[src/rtl/mmpc_pkg.sv]
package mmpc_pkg;

  // Fixed field widths of the voxel and pixel payloads.
  localparam int unsigned SAMPLE_BITS   = 16;
  localparam int unsigned MAX_DEPTH_DEF = 256;
  localparam int unsigned COEF_W        = 32;
  localparam int unsigned COLOR_W       = 24;
  localparam int unsigned PIX_W         = 8;
  localparam int unsigned NUM_CH        = 3;
  localparam int unsigned CFG_IDX_W     = 3;
  localparam int unsigned CFG_DATA_W    = 32;

  // Offsets are Q16.16 while mean * gain is Q.24, so the offset moves up by 8 bits.
  localparam int unsigned FRAC_SHIFT = 8;
  // Bit position of 1.0 in the Q.24 mapped value.
  localparam int unsigned ONE_POS    = 24;

  localparam logic signed [COEF_W-1:0] OFFSET_RESET = 32'sd0;
  localparam logic signed [COEF_W-1:0] GAIN_RESET   = 32'sd65536;
  localparam logic [COLOR_W-1:0]       VOID_RESET   = 24'd0;

  typedef enum logic [CFG_IDX_W-1:0] {
    REG_RED_OFFSET   = 3'd0,
    REG_RED_GAIN     = 3'd1,
    REG_GREEN_OFFSET = 3'd2,
    REG_GREEN_GAIN   = 3'd3,
    REG_BLUE_OFFSET  = 3'd4,
    REG_BLUE_GAIN    = 3'd5,
    REG_VOID_COLOUR  = 3'd6
  } cfg_reg_e;

  typedef logic [1:0] ch_idx_t;
  localparam ch_idx_t CH_RED   = 2'd0;
  localparam ch_idx_t CH_GREEN = 2'd1;
  localparam ch_idx_t CH_BLUE  = 2'd2;

  typedef struct packed {
    logic signed [SAMPLE_BITS-1:0] red_sample;
    logic signed [SAMPLE_BITS-1:0] green_sample;
    logic signed [SAMPLE_BITS-1:0] blue_sample;
    logic                          is_tissue;
    logic                          column_end;
  } voxel_t;

  typedef struct packed {
    logic [PIX_W-1:0] red_out;
    logic [PIX_W-1:0] green_out;
    logic [PIX_W-1:0] blue_out;
    logic             is_void;
  } pixel_t;

  // Commands from the controller to the datapath.
  typedef struct packed {
    logic    accum;
    logic    div_start;
    logic    mul;
    logic    map;
    logic    out_load;
    ch_idx_t ch;
  } ctrl_cmd_t;

  // Status from the datapath to the controller.
  typedef struct packed {
    logic count_zero;
    logic div_done;
    logic out_free;
  } ctrl_status_t;

endpackage

[src/rtl/mmpc_div.sv]
module mmpc_div #(
  parameter int unsigned DVD_W = 25,
  parameter int unsigned DVS_W = 9
) (
  input  logic             clk_i,
  input  logic             rst_ni,
  input  logic             start_i,
  input  logic [DVD_W-1:0] dividend_i,
  input  logic [DVS_W-1:0] divisor_i,
  output logic             done_o,
  output logic [DVD_W-1:0] quot_o
);

  localparam int unsigned CNT_W = $clog2(DVD_W + 1);

  logic             busy_q, busy_d;
  logic [CNT_W-1:0] cnt_q, cnt_d;
  logic [DVD_W-1:0] quo_q;
  logic [DVS_W-1:0] rem_q;
  logic [DVS_W:0]   trial;
  logic [DVS_W:0]   diff;
  logic             fits;

  // Restoring division, one quotient bit per cycle, most significant first.
  assign trial = {rem_q, quo_q[DVD_W-1]};
  assign diff  = trial - {1'b0, divisor_i};
  assign fits  = trial >= {1'b0, divisor_i};

  always_comb begin
    busy_d = busy_q;
    cnt_d  = cnt_q;
    if (start_i) begin
      busy_d = 1'b1;
      cnt_d  = CNT_W'(DVD_W);
    end else if (busy_q) begin
      cnt_d = cnt_q - CNT_W'(1);
      if (cnt_q == CNT_W'(1)) begin
        busy_d = 1'b0;
      end
    end
  end

  always_ff @(posedge clk_i or negedge rst_ni) begin
    if (!rst_ni) begin
      busy_q <= 1'b0;
      cnt_q  <= '0;
    end else begin
      busy_q <= busy_d;
      cnt_q  <= cnt_d;
    end
  end

  always_ff @(posedge clk_i) begin
    if (start_i) begin
      quo_q <= dividend_i;
      rem_q <= '0;
    end else if (busy_q) begin
      quo_q <= {quo_q[DVD_W-2:0], fits};
      rem_q <= fits ? diff[DVS_W-1:0] : trial[DVS_W-1:0];
    end
  end

  assign done_o = busy_q && (cnt_q == CNT_W'(1));
  assign quot_o = quo_q;

endmodule

[src/rtl/mmpc_dp.sv]
module mmpc_dp #(
  parameter int unsigned MAX_DEPTH = mmpc_pkg::MAX_DEPTH_DEF
) (
  input  logic                                clk_i,
  input  logic                                rst_ni,
  input  mmpc_pkg::voxel_t                    in_data_i,
  input  logic                                cfg_valid_i,
  input  logic [mmpc_pkg::CFG_IDX_W-1:0]      cfg_idx_i,
  input  logic [mmpc_pkg::CFG_DATA_W-1:0]     cfg_data_i,
  input  mmpc_pkg::ctrl_cmd_t                 cmd_i,
  output mmpc_pkg::ctrl_status_t              status_o,
  output logic                                out_valid_o,
  input  logic                                out_ready_i,
  output mmpc_pkg::pixel_t                    out_data_o
);

  localparam int unsigned SB     = mmpc_pkg::SAMPLE_BITS;
  localparam int unsigned CW     = mmpc_pkg::COEF_W;
  localparam int unsigned NCH    = mmpc_pkg::NUM_CH;
  localparam int unsigned PW     = mmpc_pkg::PIX_W;
  localparam int unsigned ONE    = mmpc_pkg::ONE_POS;
  localparam int unsigned FS     = mmpc_pkg::FRAC_SHIFT;
  localparam int unsigned CNT_W  = $clog2(MAX_DEPTH + 1);
  localparam int unsigned TOT_W  = SB + $clog2(MAX_DEPTH) + 1;
  localparam int unsigned PROD_W = SB + CW;
  localparam int unsigned V_W    = PROD_W + 1;
  localparam int unsigned SC_W   = ONE + PW + 1;
  localparam logic [V_W-1:0]  ONE_V   = {{(V_W-ONE-1){1'b0}}, 1'b1, {ONE{1'b0}}};
  localparam logic [SC_W-1:0] HALF_SC = {{(PW+1){1'b0}}, 1'b1, {(ONE-1){1'b0}}};

  // Configuration registers.
  logic signed [CW-1:0]             offset_q [NCH];
  logic signed [CW-1:0]             gain_q   [NCH];
  logic [mmpc_pkg::COLOR_W-1:0]     void_q;

  always_ff @(posedge clk_i or negedge rst_ni) begin
    if (!rst_ni) begin
      for (int i = 0; i < NCH; i++) begin
        offset_q[i] <= mmpc_pkg::OFFSET_RESET;
        gain_q[i]   <= mmpc_pkg::GAIN_RESET;
      end
      void_q <= mmpc_pkg::VOID_RESET;
    end else if (cfg_valid_i) begin
      unique case (mmpc_pkg::cfg_reg_e'(cfg_idx_i))
        mmpc_pkg::REG_RED_OFFSET:   offset_q[mmpc_pkg::CH_RED]   <= cfg_data_i;
        mmpc_pkg::REG_RED_GAIN:     gain_q[mmpc_pkg::CH_RED]     <= cfg_data_i;
        mmpc_pkg::REG_GREEN_OFFSET: offset_q[mmpc_pkg::CH_GREEN] <= cfg_data_i;
        mmpc_pkg::REG_GREEN_GAIN:   gain_q[mmpc_pkg::CH_GREEN]   <= cfg_data_i;
        mmpc_pkg::REG_BLUE_OFFSET:  offset_q[mmpc_pkg::CH_BLUE]  <= cfg_data_i;
        mmpc_pkg::REG_BLUE_GAIN:    gain_q[mmpc_pkg::CH_BLUE]    <= cfg_data_i;
        mmpc_pkg::REG_VOID_COLOUR:  void_q <= cfg_data_i[mmpc_pkg::COLOR_W-1:0];
        default: ;
      endcase
    end
  end

  // Column accumulators.
  logic signed [SB-1:0]    sample [NCH];
  logic signed [TOT_W-1:0] tot_q  [NCH];
  logic [CNT_W-1:0]        count_q;
  logic                    take;

  assign sample[mmpc_pkg::CH_RED]   = in_data_i.red_sample;
  assign sample[mmpc_pkg::CH_GREEN] = in_data_i.green_sample;
  assign sample[mmpc_pkg::CH_BLUE]  = in_data_i.blue_sample;
  assign take = cmd_i.accum && in_data_i.is_tissue && (count_q < CNT_W'(MAX_DEPTH));

  always_ff @(posedge clk_i or negedge rst_ni) begin
    if (!rst_ni) begin
      for (int i = 0; i < NCH; i++) begin
        tot_q[i] <= '0;
      end
      count_q <= '0;
    end else if (cmd_i.out_load) begin
      for (int i = 0; i < NCH; i++) begin
        tot_q[i] <= '0;
      end
      count_q <= '0;
    end else if (take) begin
      for (int i = 0; i < NCH; i++) begin
        tot_q[i] <= tot_q[i] + {{(TOT_W-SB){sample[i][SB-1]}}, sample[i]};
      end
      count_q <= count_q + CNT_W'(1);
    end
  end

  // Mean by sign and magnitude through the serial divider.
  logic signed [TOT_W-1:0] tot_sel;
  logic [TOT_W-1:0]        mag;
  logic                    neg_q;
  logic [TOT_W-1:0]        quot;
  logic [TOT_W-1:0]        quot_s;
  logic signed [SB-1:0]    mean;
  logic                    div_done;

  assign tot_sel = tot_q[cmd_i.ch];
  assign mag     = tot_sel[TOT_W-1] ? -tot_sel : tot_sel;

  always_ff @(posedge clk_i) begin
    if (cmd_i.div_start) begin
      neg_q <= tot_sel[TOT_W-1];
    end
  end

  mmpc_div #(
    .DVD_W (TOT_W),
    .DVS_W (CNT_W)
  ) u_div (
    .clk_i      (clk_i),
    .rst_ni     (rst_ni),
    .start_i    (cmd_i.div_start),
    .dividend_i (mag),
    .divisor_i  (count_q),
    .done_o     (div_done),
    .quot_o     (quot)
  );

  assign quot_s = neg_q ? -quot : quot;
  assign mean   = quot_s[SB-1:0];

  // Gain multiply, registered before the offset add.
  logic signed [CW-1:0]     gain_sel;
  logic signed [CW-1:0]     off_sel;
  logic signed [PROD_W-1:0] prod_q;

  assign gain_sel = gain_q[cmd_i.ch];
  assign off_sel  = offset_q[cmd_i.ch];

  always_ff @(posedge clk_i) begin
    if (cmd_i.mul) begin
      prod_q <= {{CW{mean[SB-1]}}, mean} * {{SB{gain_sel[CW-1]}}, gain_sel};
    end
  end

  // Offset add, clamp to [0, 1.0] and round to 8 bits.
  logic signed [V_W-1:0] v;
  logic [ONE:0]          clamped;
  logic [SC_W-1:0]       scaled;
  logic [PW-1:0]         pix_byte;
  logic [PW-1:0]         bytes_q [NCH];

  assign v = {{(V_W-CW-FS){off_sel[CW-1]}}, off_sel, {FS{1'b0}}}
           + {prod_q[PROD_W-1], prod_q};

  always_comb begin
    if (v[V_W-1]) begin
      clamped = '0;
    end else if (v > ONE_V) begin
      clamped = ONE_V[ONE:0];
    end else begin
      clamped = v[ONE:0];
    end
  end

  // v * 255 written as v * 256 - v.
  assign scaled   = {clamped, {PW{1'b0}}} - {{PW{1'b0}}, clamped} + HALF_SC;
  assign pix_byte = scaled[ONE+PW-1:ONE];

  always_ff @(posedge clk_i) begin
    if (cmd_i.map) begin
      bytes_q[cmd_i.ch] <= pix_byte;
    end
  end

  // Output register.
  logic             out_valid_q;
  mmpc_pkg::pixel_t out_q;
  logic             count_zero;

  assign count_zero = (count_q == '0);

  always_ff @(posedge clk_i or negedge rst_ni) begin
    if (!rst_ni) begin
      out_valid_q <= 1'b0;
    end else if (cmd_i.out_load) begin
      out_valid_q <= 1'b1;
    end else if (out_ready_i) begin
      out_valid_q <= 1'b0;
    end
  end

  always_ff @(posedge clk_i) begin
    if (cmd_i.out_load) begin
      if (count_zero) begin
        out_q.red_out   <= void_q[3*PW-1:2*PW];
        out_q.green_out <= void_q[2*PW-1:PW];
        out_q.blue_out  <= void_q[PW-1:0];
        out_q.is_void   <= 1'b1;
      end else begin
        out_q.red_out   <= bytes_q[mmpc_pkg::CH_RED];
        out_q.green_out <= bytes_q[mmpc_pkg::CH_GREEN];
        out_q.blue_out  <= bytes_q[mmpc_pkg::CH_BLUE];
        out_q.is_void   <= 1'b0;
      end
    end
  end

  assign out_valid_o         = out_valid_q;
  assign out_data_o          = out_q;
  assign status_o.count_zero = count_zero;
  assign status_o.div_done   = div_done;
  assign status_o.out_free   = !out_valid_q || out_ready_i;

  // The tissue count saturates at the column depth limit.
  assert property (@(posedge clk_i) disable iff (!rst_ni)
    count_q <= CNT_W'(MAX_DEPTH))
    else $error("tissue count beyond depth limit");

endmodule

[src/rtl/mmpc_ctrl.sv]
module mmpc_ctrl (
  input  logic                   clk_i,
  input  logic                   rst_ni,
  input  logic                   in_valid_i,
  input  logic                   column_end_i,
  output logic                   in_ready_o,
  input  mmpc_pkg::ctrl_status_t status_i,
  output mmpc_pkg::ctrl_cmd_t    cmd_o
);

  typedef enum logic [6:0] {
    S_ACCUM = 7'b0000001,
    S_CHECK = 7'b0000010,
    S_LOAD  = 7'b0000100,
    S_DIV   = 7'b0001000,
    S_MUL   = 7'b0010000,
    S_MAP   = 7'b0100000,
    S_FIN   = 7'b1000000
  } state_e;

  state_e            state_q, state_d;
  mmpc_pkg::ch_idx_t ch_q, ch_d;

  always_comb begin
    state_d       = state_q;
    ch_d          = ch_q;
    in_ready_o    = 1'b0;
    cmd_o         = '0;
    cmd_o.ch      = ch_q;
    unique case (state_q)
      S_ACCUM: begin
        in_ready_o = 1'b1;
        if (in_valid_i) begin
          cmd_o.accum = 1'b1;
          if (column_end_i) begin
            state_d = S_CHECK;
          end
        end
      end
      S_CHECK: begin
        state_d = status_i.count_zero ? S_FIN : S_LOAD;
      end
      S_LOAD: begin
        cmd_o.div_start = 1'b1;
        state_d         = S_DIV;
      end
      S_DIV: begin
        if (status_i.div_done) begin
          state_d = S_MUL;
        end
      end
      S_MUL: begin
        cmd_o.mul = 1'b1;
        state_d   = S_MAP;
      end
      S_MAP: begin
        cmd_o.map = 1'b1;
        if (ch_q == mmpc_pkg::CH_BLUE) begin
          state_d = S_FIN;
        end else begin
          ch_d    = ch_q + 2'd1;
          state_d = S_LOAD;
        end
      end
      S_FIN: begin
        if (status_i.out_free) begin
          cmd_o.out_load = 1'b1;
          ch_d           = mmpc_pkg::CH_RED;
          state_d        = S_ACCUM;
        end
      end
      default: state_d = S_ACCUM;
    endcase
  end

  always_ff @(posedge clk_i or negedge rst_ni) begin
    if (!rst_ni) begin
      state_q <= S_ACCUM;
      ch_q    <= mmpc_pkg::CH_RED;
    end else begin
      state_q <= state_d;
      ch_q    <= ch_d;
    end
  end

  // A column's last voxel stops the input until its pixel is queued.
  assert property (@(posedge clk_i) disable iff (!rst_ni)
    in_valid_i && in_ready_o && column_end_i |=> !in_ready_o)
    else $error("input accepted right after end of column");

  // Every product is followed by its mapping step.
  assert property (@(posedge clk_i) disable iff (!rst_ni)
    cmd_o.mul |=> cmd_o.map && $stable(ch_q))
    else $error("multiply not followed by map on same channel");

  // The channel index only takes the three channel codes.
  assert property (@(posedge clk_i) disable iff (!rst_ni)
    ch_q == mmpc_pkg::CH_RED || ch_q == mmpc_pkg::CH_GREEN || ch_q == mmpc_pkg::CH_BLUE)
    else $error("channel index out of range");

endmodule

[src/rtl/masked_mean_projection_colormap_core.sv]
// Masked mean projection with a linear color map. Voxels of one pixel's depth column arrive
// one transaction at a time; tissue voxels add their three Q8.8 channel samples into running
// totals and bump a tissue count, which saturates at MAX_DEPTH (later tissue voxels of that
// column are ignored). The voxel flagged column_end closes the column and yields one pixel:
// per channel, clamp(offset + mean * gain) to [0, 1.0] scaled to 0..255 with rounding, the
// mean being the total divided by the count, truncated toward zero. A column without tissue
// returns the background color with is_void set. Throughput: one voxel per clock while a
// column accumulates. After the column_end voxel the input stays closed while the pixel is
// worked out. A column without tissue skips the divider; otherwise the single serial
// divider, which yields one quotient bit per clock, is shared by the three channels in
// turn, each followed by a multiply step and a map step. A pixel waiting in the output
// register does not hold off the next column's voxels; only queuing the following pixel
// waits for it to drain. Configuration writes are always ready and should be issued only
// while no column is in progress.
module masked_mean_projection_colormap_core #(
  parameter int unsigned MAX_DEPTH = mmpc_pkg::MAX_DEPTH_DEF
) (
  input  logic                            clk_i,
  input  logic                            rst_ni,

  // Voxel input channel.
  input  logic                            in_valid_i,
  output logic                            in_ready_o,
  input  mmpc_pkg::voxel_t                in_data_i,

  // Pixel output channel.
  output logic                            out_valid_o,
  input  logic                            out_ready_i,
  output mmpc_pkg::pixel_t                out_data_o,

  // Configuration write channel.
  input  logic                            cfg_valid_i,
  output logic                            cfg_ready_o,
  input  logic [mmpc_pkg::CFG_IDX_W-1:0]  cfg_idx_i,
  input  logic [mmpc_pkg::CFG_DATA_W-1:0] cfg_data_i
);

  mmpc_pkg::ctrl_cmd_t    cmd;
  mmpc_pkg::ctrl_status_t status;

  // Register writes land directly in the configuration registers, so the configuration port never stalls.
  assign cfg_ready_o = 1'b1;

  // The controller sequences accumulation, the per-channel divide, multiply and map
  // steps, and the hand-off of the finished pixel into the output register.
  mmpc_ctrl u_ctrl (
    .clk_i        (clk_i),
    .rst_ni       (rst_ni),
    .in_valid_i   (in_valid_i),
    .column_end_i (in_data_i.column_end),
    .in_ready_o   (in_ready_o),
    .status_i     (status),
    .cmd_o        (cmd)
  );

  // The datapath holds the registers, accumulators, divider, multiplier and the
  // output register.
  mmpc_dp #(
    .MAX_DEPTH (MAX_DEPTH)
  ) u_dp (
    .clk_i       (clk_i),
    .rst_ni      (rst_ni),
    .in_data_i   (in_data_i),
    .cfg_valid_i (cfg_valid_i),
    .cfg_idx_i   (cfg_idx_i),
    .cfg_data_i  (cfg_data_i),
    .cmd_i       (cmd),
    .status_o    (status),
    .out_valid_o (out_valid_o),
    .out_ready_i (out_ready_i),
    .out_data_o  (out_data_o)
  );

endmodule
[config.mk]
export PLATFORM = sky130hd
export DESIGN_NAME = masked_mean_projection_colormap_core
export DESIGN_NICKNAME = d
export VERILOG_FILES = /design/src/rtl/mmpc_pkg.sv /design/src/rtl/mmpc_div.sv /design/src/rtl/mmpc_dp.sv /design/src/rtl/mmpc_ctrl.sv /design/src/rtl/masked_mean_projection_colormap_core.sv
export SDC_FILE = /design/constraint.sdc
export NUM_CORES = 2
export LEC_CHECK = 0
export ABC_AREA = 1
export BUFFER_PORTS_ARGS = -buffer_cell sky130_fd_sc_hd__buf_2
export CORE_UTILIZATION = 50
export CTS_BUF_LIST = sky130_fd_sc_hd__clkbuf_8 sky130_fd_sc_hd__clkbuf_16
export CTS_CLUSTER_SIZE = 40
export DETAILED_ROUTE_END_ITERATION = 12
export GPL_ROUTABILITY_DRIVEN = 0
export PLACE_DENSITY_LB_ADDON = 0.3
export SYNTH_ARGS = -nofsm -noshare
export SYNTH_HDL_FRONTEND = slang
export SYNTH_SLANG_ARGS = --single-unit
export TNS_END_PERCENT = 50
[constraint.sdc]
create_clock -name clk_i -period 13.6 [get_ports clk_i]
set_input_delay 1.36 -clock clk_i [delete_from_list [all_inputs] [get_ports clk_i]]
set_output_delay 1.36 -clock clk_i [all_outputs]
set_load 0.05 [all_outputs]
; After elaboration in Yosys (flattened, before gate mapping)
; Memories as Yosys holds them, arrays and structs flattened.
; Cells that the tools add are included.
[op_classes]
add_sub_neg = 12
multipliers = 1
magnitude_cmp = 4
eq_ne = 20
n_mux = 48
bitwise = 1
reduce_logical = 20
[ops]
columns = operator, n
row1 = 2-to-1 mux 25 bit, 8
row2 = 2-to-1 mux 75 bit, 2
row3 = binary-select mux 32 bit (select 2 bit), 2
row4 = 2-to-1 mux 32 bit, 4
row5 = adder 25 bit, 3
row6 = binary-select mux 25 bit (select 2 bit), 1
row7 = adder 40 x 48 -> 49 bit, 1
row8 = "greater-than comparator 49 x 25 -> 1 bit, second input constant", 1
row9 = one-hot mux 7 bit (7 select lines), 1
row10 = multiplier 16 x 32 -> 48 bit, 1
row11 = 2-to-1 mux 7 bit, 6
row12 = "adder 32 x 24 -> 32 bit, second input constant", 1
row13 = subtractor 32 x 25 -> 32 bit, 1
row14 = 2-to-1 mux 9 bit, 3
row15 = negation 25 bit, 1
row16 = 2-to-1 mux 16 bit, 1
row17 = negation 16 bit, 1
row18 = 2-to-1 mux 1 bit, 15
row19 = AND reduction 2 bit, 7
row20 = >= comparator 10 x 9 -> 1 bit, 1
row21 = 2-to-1 mux 5 bit, 2
row22 = "adder 9 x 1 -> 9 bit, second input constant", 1
row23 = "equality test 3 bit, second input constant", 3
row24 = logical NOT 9 bit, 1
row25 = other kinds (28), 38
[totals]
regBits = 424
ramBits = 24
inputBits = 90
output_inout_bits = 28
elab_cells = 131
mem_count = 1
[memory_table]
columns = memory, depth, width, rd, rd_ports_with_merged_regs, wr, line_no
row1 = u_dp.bytes_q, 3, 8, 3, 0, 1, mmpc_dp.sv:140  ; logic [PW-1:0] bytes_q [NCH];

; Longest topological paths before layout
[logic_depth]
word_depth = 10
ltp_mapped = 45

; Hierarchy
; Synthesis repeated with hierarchy kept, for this count alone.
[hier_totals]
cells_unflattened = 5882
area_unflattened_um2 = 45506.1
[by_module_without_submodules]
columns = module, instances, cells_each, area_each_um2, seq_area_each_um2
row1 = mmpc_dp, 1, 5508, 42648.4, 10478.8
row2 = mmpc_div, 1, 290, 2265.9, 1081.0
row3 = mmpc_ctrl, 1, 82, 580.6, 226.5
row4 = masked_mean_projection_colormap_core, 1, 2, 11.3, 0.0

; Worst setup path before layout
; No wires, ideal clock.
[synth_timing]
path_type = register to register
from = register u_dp.u_div.quo_q[0], in the netlist u_dp.u_div.quot_o[0]
to = register u_dp.prod_q[46], data pin
setup_ns = 0.264
t_arrival_ns = 7.171
required_time_ns = 13.336
path_slack_ns = 6.166
stages_incl_launch_ff = 36
synth_period_minus_slack_ns = 7.434
path_cell_list = edfxtp_1 > clkinv_1 > clkbuf_1 > ha_1 > inv_1 > nor3_1 > inv_1 > nor3_1 > nand2_1 > nand2_1 > o21ai_0 > or2_2 > nand2_1 > clkbuf_1 > nand2_1 > fa_1 > inv_1 > fa_1 > fa_1 > fa_1 > fa_1 > inv_1 > fa_1 > inv_1 > ha_1 > a21oi_1 > o21ai_0 > nand2_1 > o211a_1 > o21ai_0 > a21oi_1 > nor2_1 > o21ai_0 > o211ai_1 > a31oi_1 > xor2_1
[synth_between]
elab_chain_len = 3
[synth_lines]
columns = item, line_no
row1 = start: declaration, mmpc_div.sv:18  ; logic [DVD_W-1:0] quo_q;
row2 = start signal: assignment, mmpc_div.sv:55  ; quo_q <= dividend_i;
row3 = start signal: assignment, mmpc_div.sv:58  ; quo_q <= {quo_q[DVD_W-2:0], fits};
row4 = negation 16 bit, mmpc_dp.sv:118  ; assign quot_s = neg_q ? -quot : quot;
row5 = 2-to-1 mux 16 bit *, mmpc_dp.sv:118
row6 = multiplier 16 x 32 -> 48 bit *, mmpc_dp.sv:131  ; prod_q <= {{CW{mean[SB-1]}}, mean} * {{SB{gain_sel[CW-1]}}, gain_sel};
row7 = end signal: assignment, mmpc_dp.sv:131
row8 = end: declaration, mmpc_dp.sv:124  ; logic signed [PROD_W-1:0] prod_q;
; Every way passes the cells marked *; elsewhere a longest branch is shown, timed or not.
; A chain may end at the register's enable or synchronous reset.

; Final worst setup path
[layout_timing]
from = register u_ctrl.ch_q[1]
to = register u_dp.prod_q[47], data pin
[layout_between]
elab_chain_len = 5
[layout_lines]
columns = item, line_no
row1 = start: declaration, mmpc_ctrl.sv:22  ; mmpc_pkg::ch_idx_t ch_q, ch_d;
row2 = start signal: assignment, mmpc_ctrl.sv:79  ; ch_q <= mmpc_pkg::CH_RED;
row3 = start signal: assignment, mmpc_ctrl.sv:82  ; ch_q <= ch_d;
row4 = inverter 2 -> 3 bit (implied by the code), mmpc_dp.sv:126  ; assign gain_sel = gain_q[cmd_i.ch];
row5 = binary-select mux 32 bit (select 2 bit), mmpc_dp.sv:126
row6 = 2-to-1 mux 32 bit (implied by the code) (2 in a row), mmpc_dp.sv:126
row7 = multiplier 16 x 32 -> 48 bit, mmpc_dp.sv:131
; No other way between the ends. The select of a mux whose other input is x is not followed.

==> summary.txt <==
Status: finished, final reports clean
Rel. slew slack: 0.210
Critical Path Source Type: flip-flop
Max Freq: 0.103 GHz
Number of remaining DRC errors: 0
Vias in the first global route: 37800
Crit path top cell by count: fa_1
Layout area overhead: 7.48%
Synth Net Count: 6638
Syn_area_per_cell: 7.83 um2
CTS Hold Bufs: 0
Cells after synthesis: 5774
Via density: 5.51
Area of the multi-input gates: 28700 um2
Core area: 88900 um2
Peak fanout along the critical path: 47
Crit Path Category: reg2reg
Setup violations, final: 0
Num Clock Sinks: 448
Total wire length: 131 mm
Worst path slowest cell: nor2_4
RSZ-0062 raised after global routing: false
H-Tree Depth: 2
Max-cap violations: 0
DP HPWL: 102 mm
Hold path cells: 2
Post-route clock period utilization: 0.713
Root buf cell: clkbuf_16
Setup bufs post-CTS: 0
TritonCTS clock tree: yes
Port Buffer Count: 116
Antenna Violating Nets Remaining: 0
FP Rows: 109
Number of synthesized flops with an enable pin: 123
Least-Margin Pin Slew: 1.18 ns
Sequential share of the synthesized area: 0.261
First-pass GRT wire length: 207 mm
Count of pins over their slew limit: 0
Mapped cell area: 45200 um2
Die Ht: 303 um
Worst endpoint data arrival time: 10.02 ns
Synthesized flop and latch total: 448
Setup TNS Final: 0 ns
Final Hold Slack: 0.478 ns
I/O Pins: 118
Clock buffer depth: 3
Pin count of the biggest net entering global routing: 158
Min-delay worst type: reg2reg
Total number of vias: 38700
Crit-path max cell delay: 0.88 ns
GRT overflow: 0
Clock Skews: 0.0567 ns
Die area: 91600 um2
Yosys warning count: 0
Gr usage total: 0.289
Min Tclk post-route: 9.70 ns
Layout cells sized above 1: 0.0650
Flop-to-flop setup slack: 3.90 ns
Initial antenna violation count: 3
CTS Buf Count: 48
Post-synth ARST share: 0.705
Router iterations before antenna repair: 8
Initial core utilization: 0.509
Register-to-Register Path Depth: 28
Number of filler instances in the final layout: 8352
Skew-Pair Late Insertion Delay: 0.63 ns
CTS resizes: 0
Die X-Extent: 303 um
Reg area: 11800 um2
WL per Instance: 18.6 um
Final-report hold violation count: 0
Worst setup EP type: flip-flop
Post-synth cell types: 64
NumNets Final: 6675
DR iter-0 viols: 3489
Synth Flop Type: dfrtp_1
CP required: 13.91 ns
CTS clock-pin slew for the worst setup and hold paths: 0.06 ns
layout make-up:
cell class,count,share of cell area
repair buffers,162,0.0195
inverters,1102,0.0852
clock buffers,54,0.0264
clock inverters,35,0.00633
diodes,2,0.000103
multi-input cells,4049,0.590
well taps,1165,0.0300
flip-flops and latches,448,0.243
layer usage:
layer / global-route usage / vias to the layer above / part of all wire
li1: - / 18100 / -
met1: 0.403 / 18700 / 0.43
met2: 0.464 / 1600 / 0.46
met3: 0.0458 / 265 / 0.082
met4: 0.0881 / 4 / 0.033
met5: 0 / - / 0.00020
layout by cell type (no fill, tap or decap), types with 12 or more instances in the layout:
| master | Yosys | layout |
|---|---|---|
| o21a_1 | 25 | 25 |
| nand2_2 | 7 | 13 |
| a31oi_1 | 12 | 12 |
| nand4_1 | 30 | 30 |
| nand3b_1 | 13 | 13 |
| o211ai_1 | 14 | 14 |
| nor2_1 | 493 | 490 |
| dfrtp_1 | 312 | 311 |
| o22ai_1 | 35 | 35 |
| a32oi_1 | 31 | 31 |
| clkbuf_16 | 0 | 48 |
| o21bai_1 | 15 | 15 |
| a21oi_1 | 270 | 270 |
| nand2_1 | 1397 | 1391 |
| inv_2 | 18 | 18 |
| nor3_1 | 34 | 34 |
| inv_1 | 1075 | 1088 |
| o21ai_1 | 21 | 19 |
| edfxtp_1 | 123 | 123 |
| o21ai_0 | 467 | 467 |
| buf_2 | 13 | 115 |
| buf_4 | 3 | 45 |
| nand3_1 | 136 | 135 |
| fa_1 | 491 | 491 |
| or2_2 | 77 | 77 |
| ha_1 | 283 | 283 |
| xor2_1 | 66 | 65 |
| xnor2_1 | 35 | 35 |
registers in the layout, indices dropped and copies added, names as in the netlist, 9 cells and up:
signal / cells
u_dp.offset_q: 96
u_dp.count_q: 9
u_dp.gain_q: 96
u_dp.bytes_q: 24
u_dp.tot_q: 75
u_dp.u_div.quot_o: 25
u_dp.u_div.rem_q: 9
u_dp.out_data_o: 25
u_dp.prod_q: 48
u_dp.void_q: 24
final timing paths:
| path | startpoint | end |
|---|---|---|
| setup / recovery | u_ctrl.ch_q[1] | u_dp.prod_q[47] |
| hold / removal | u_dp.gain_q[51] | u_dp.gain_q[51] |
| setup reg to reg | u_ctrl.ch_q[1] | u_dp.prod_q[47] |
| hold reg to reg | u_dp.gain_q[51] | u_dp.gain_q[51] |
| max in group asynchronous | rst_ni | u_dp.gain_q[76] |
| min in group asynchronous | rst_ni | u_dp.tot_q[1] |
cell usage after synthesis, drive strengths merged, types with 13 or more instances:
cell / count / share of area
fa: 491 / 0.22
nand3b: 13 / 0.0022
o22ai: 35 / 0.0048
or2: 79 / 0.011
a21oi: 271 / 0.030
nor3: 40 / 0.0051
nand4: 30 / 0.0042
inv: 1094 / 0.091
nand3: 138 / 0.015
dfrtp: 312 / 0.17
o21bai: 15 / 0.0025
a32oi: 35 / 0.0074
o21ai: 489 / 0.054
xor2: 66 / 0.013
nor4: 14 / 0.0025
nand2: 1404 / 0.12
xnor2: 35 / 0.0068
clkbuf: 147 / 0.012
edfxtp: 123 / 0.082
ha: 283 / 0.078
o21a: 25 / 0.0042
o211ai: 14 / 0.0023
nor2: 498 / 0.042
buf: 28 / 0.0031
worst max-delay path, delay by kind of cell, from the launching register on:
family,cells,cell delay [ns]
AO/OA/AOI/OAI,9,1.98
XOR/XNOR,1,0.15
adder cells (fa/ha/maj),7,3.33
buffers and inverters,7,1.80
flip-flops,1,0.81
AND/OR/NAND/NOR,4,1.21
cells by family (layout without fill, tap and decap cells):
kind of cell	count (synthesis)	after routing	synth area share
AO/OA/AOI/OAI	956	956	0.118
XOR/XNOR	101	101	0.0196
adder cells (fa/ha/maj)	774	774	0.296
buffers and inverters	1277	1353	0.107
flip-flops	448	448	0.261
other	1	3	0.0000829
AND/OR/NAND/NOR	2217	2217	0.199
through the flow:
| stage | instance area (um2) | cells | worst slack, ns | util |
|---|---|---|---|---|
| CTS | 48600 | 7015 | 4.11 | 0.547 |
| finish | 48600 | 7017 | 3.90 | 0.547 |
| detailed placement | 47000 | 6926 | 4.17 | 0.529 |
| floorplan | 45200 | 5774 | 6.17 | - |
| global placement | 47000 | 6926 | 4.41 | 0.529 |
| global route | 48600 | 7015 | 3.40 | 0.547 |
Power is not shown: default switching activity piles up to over one toggle a cycle in this logic, so the estimate is an artifact.
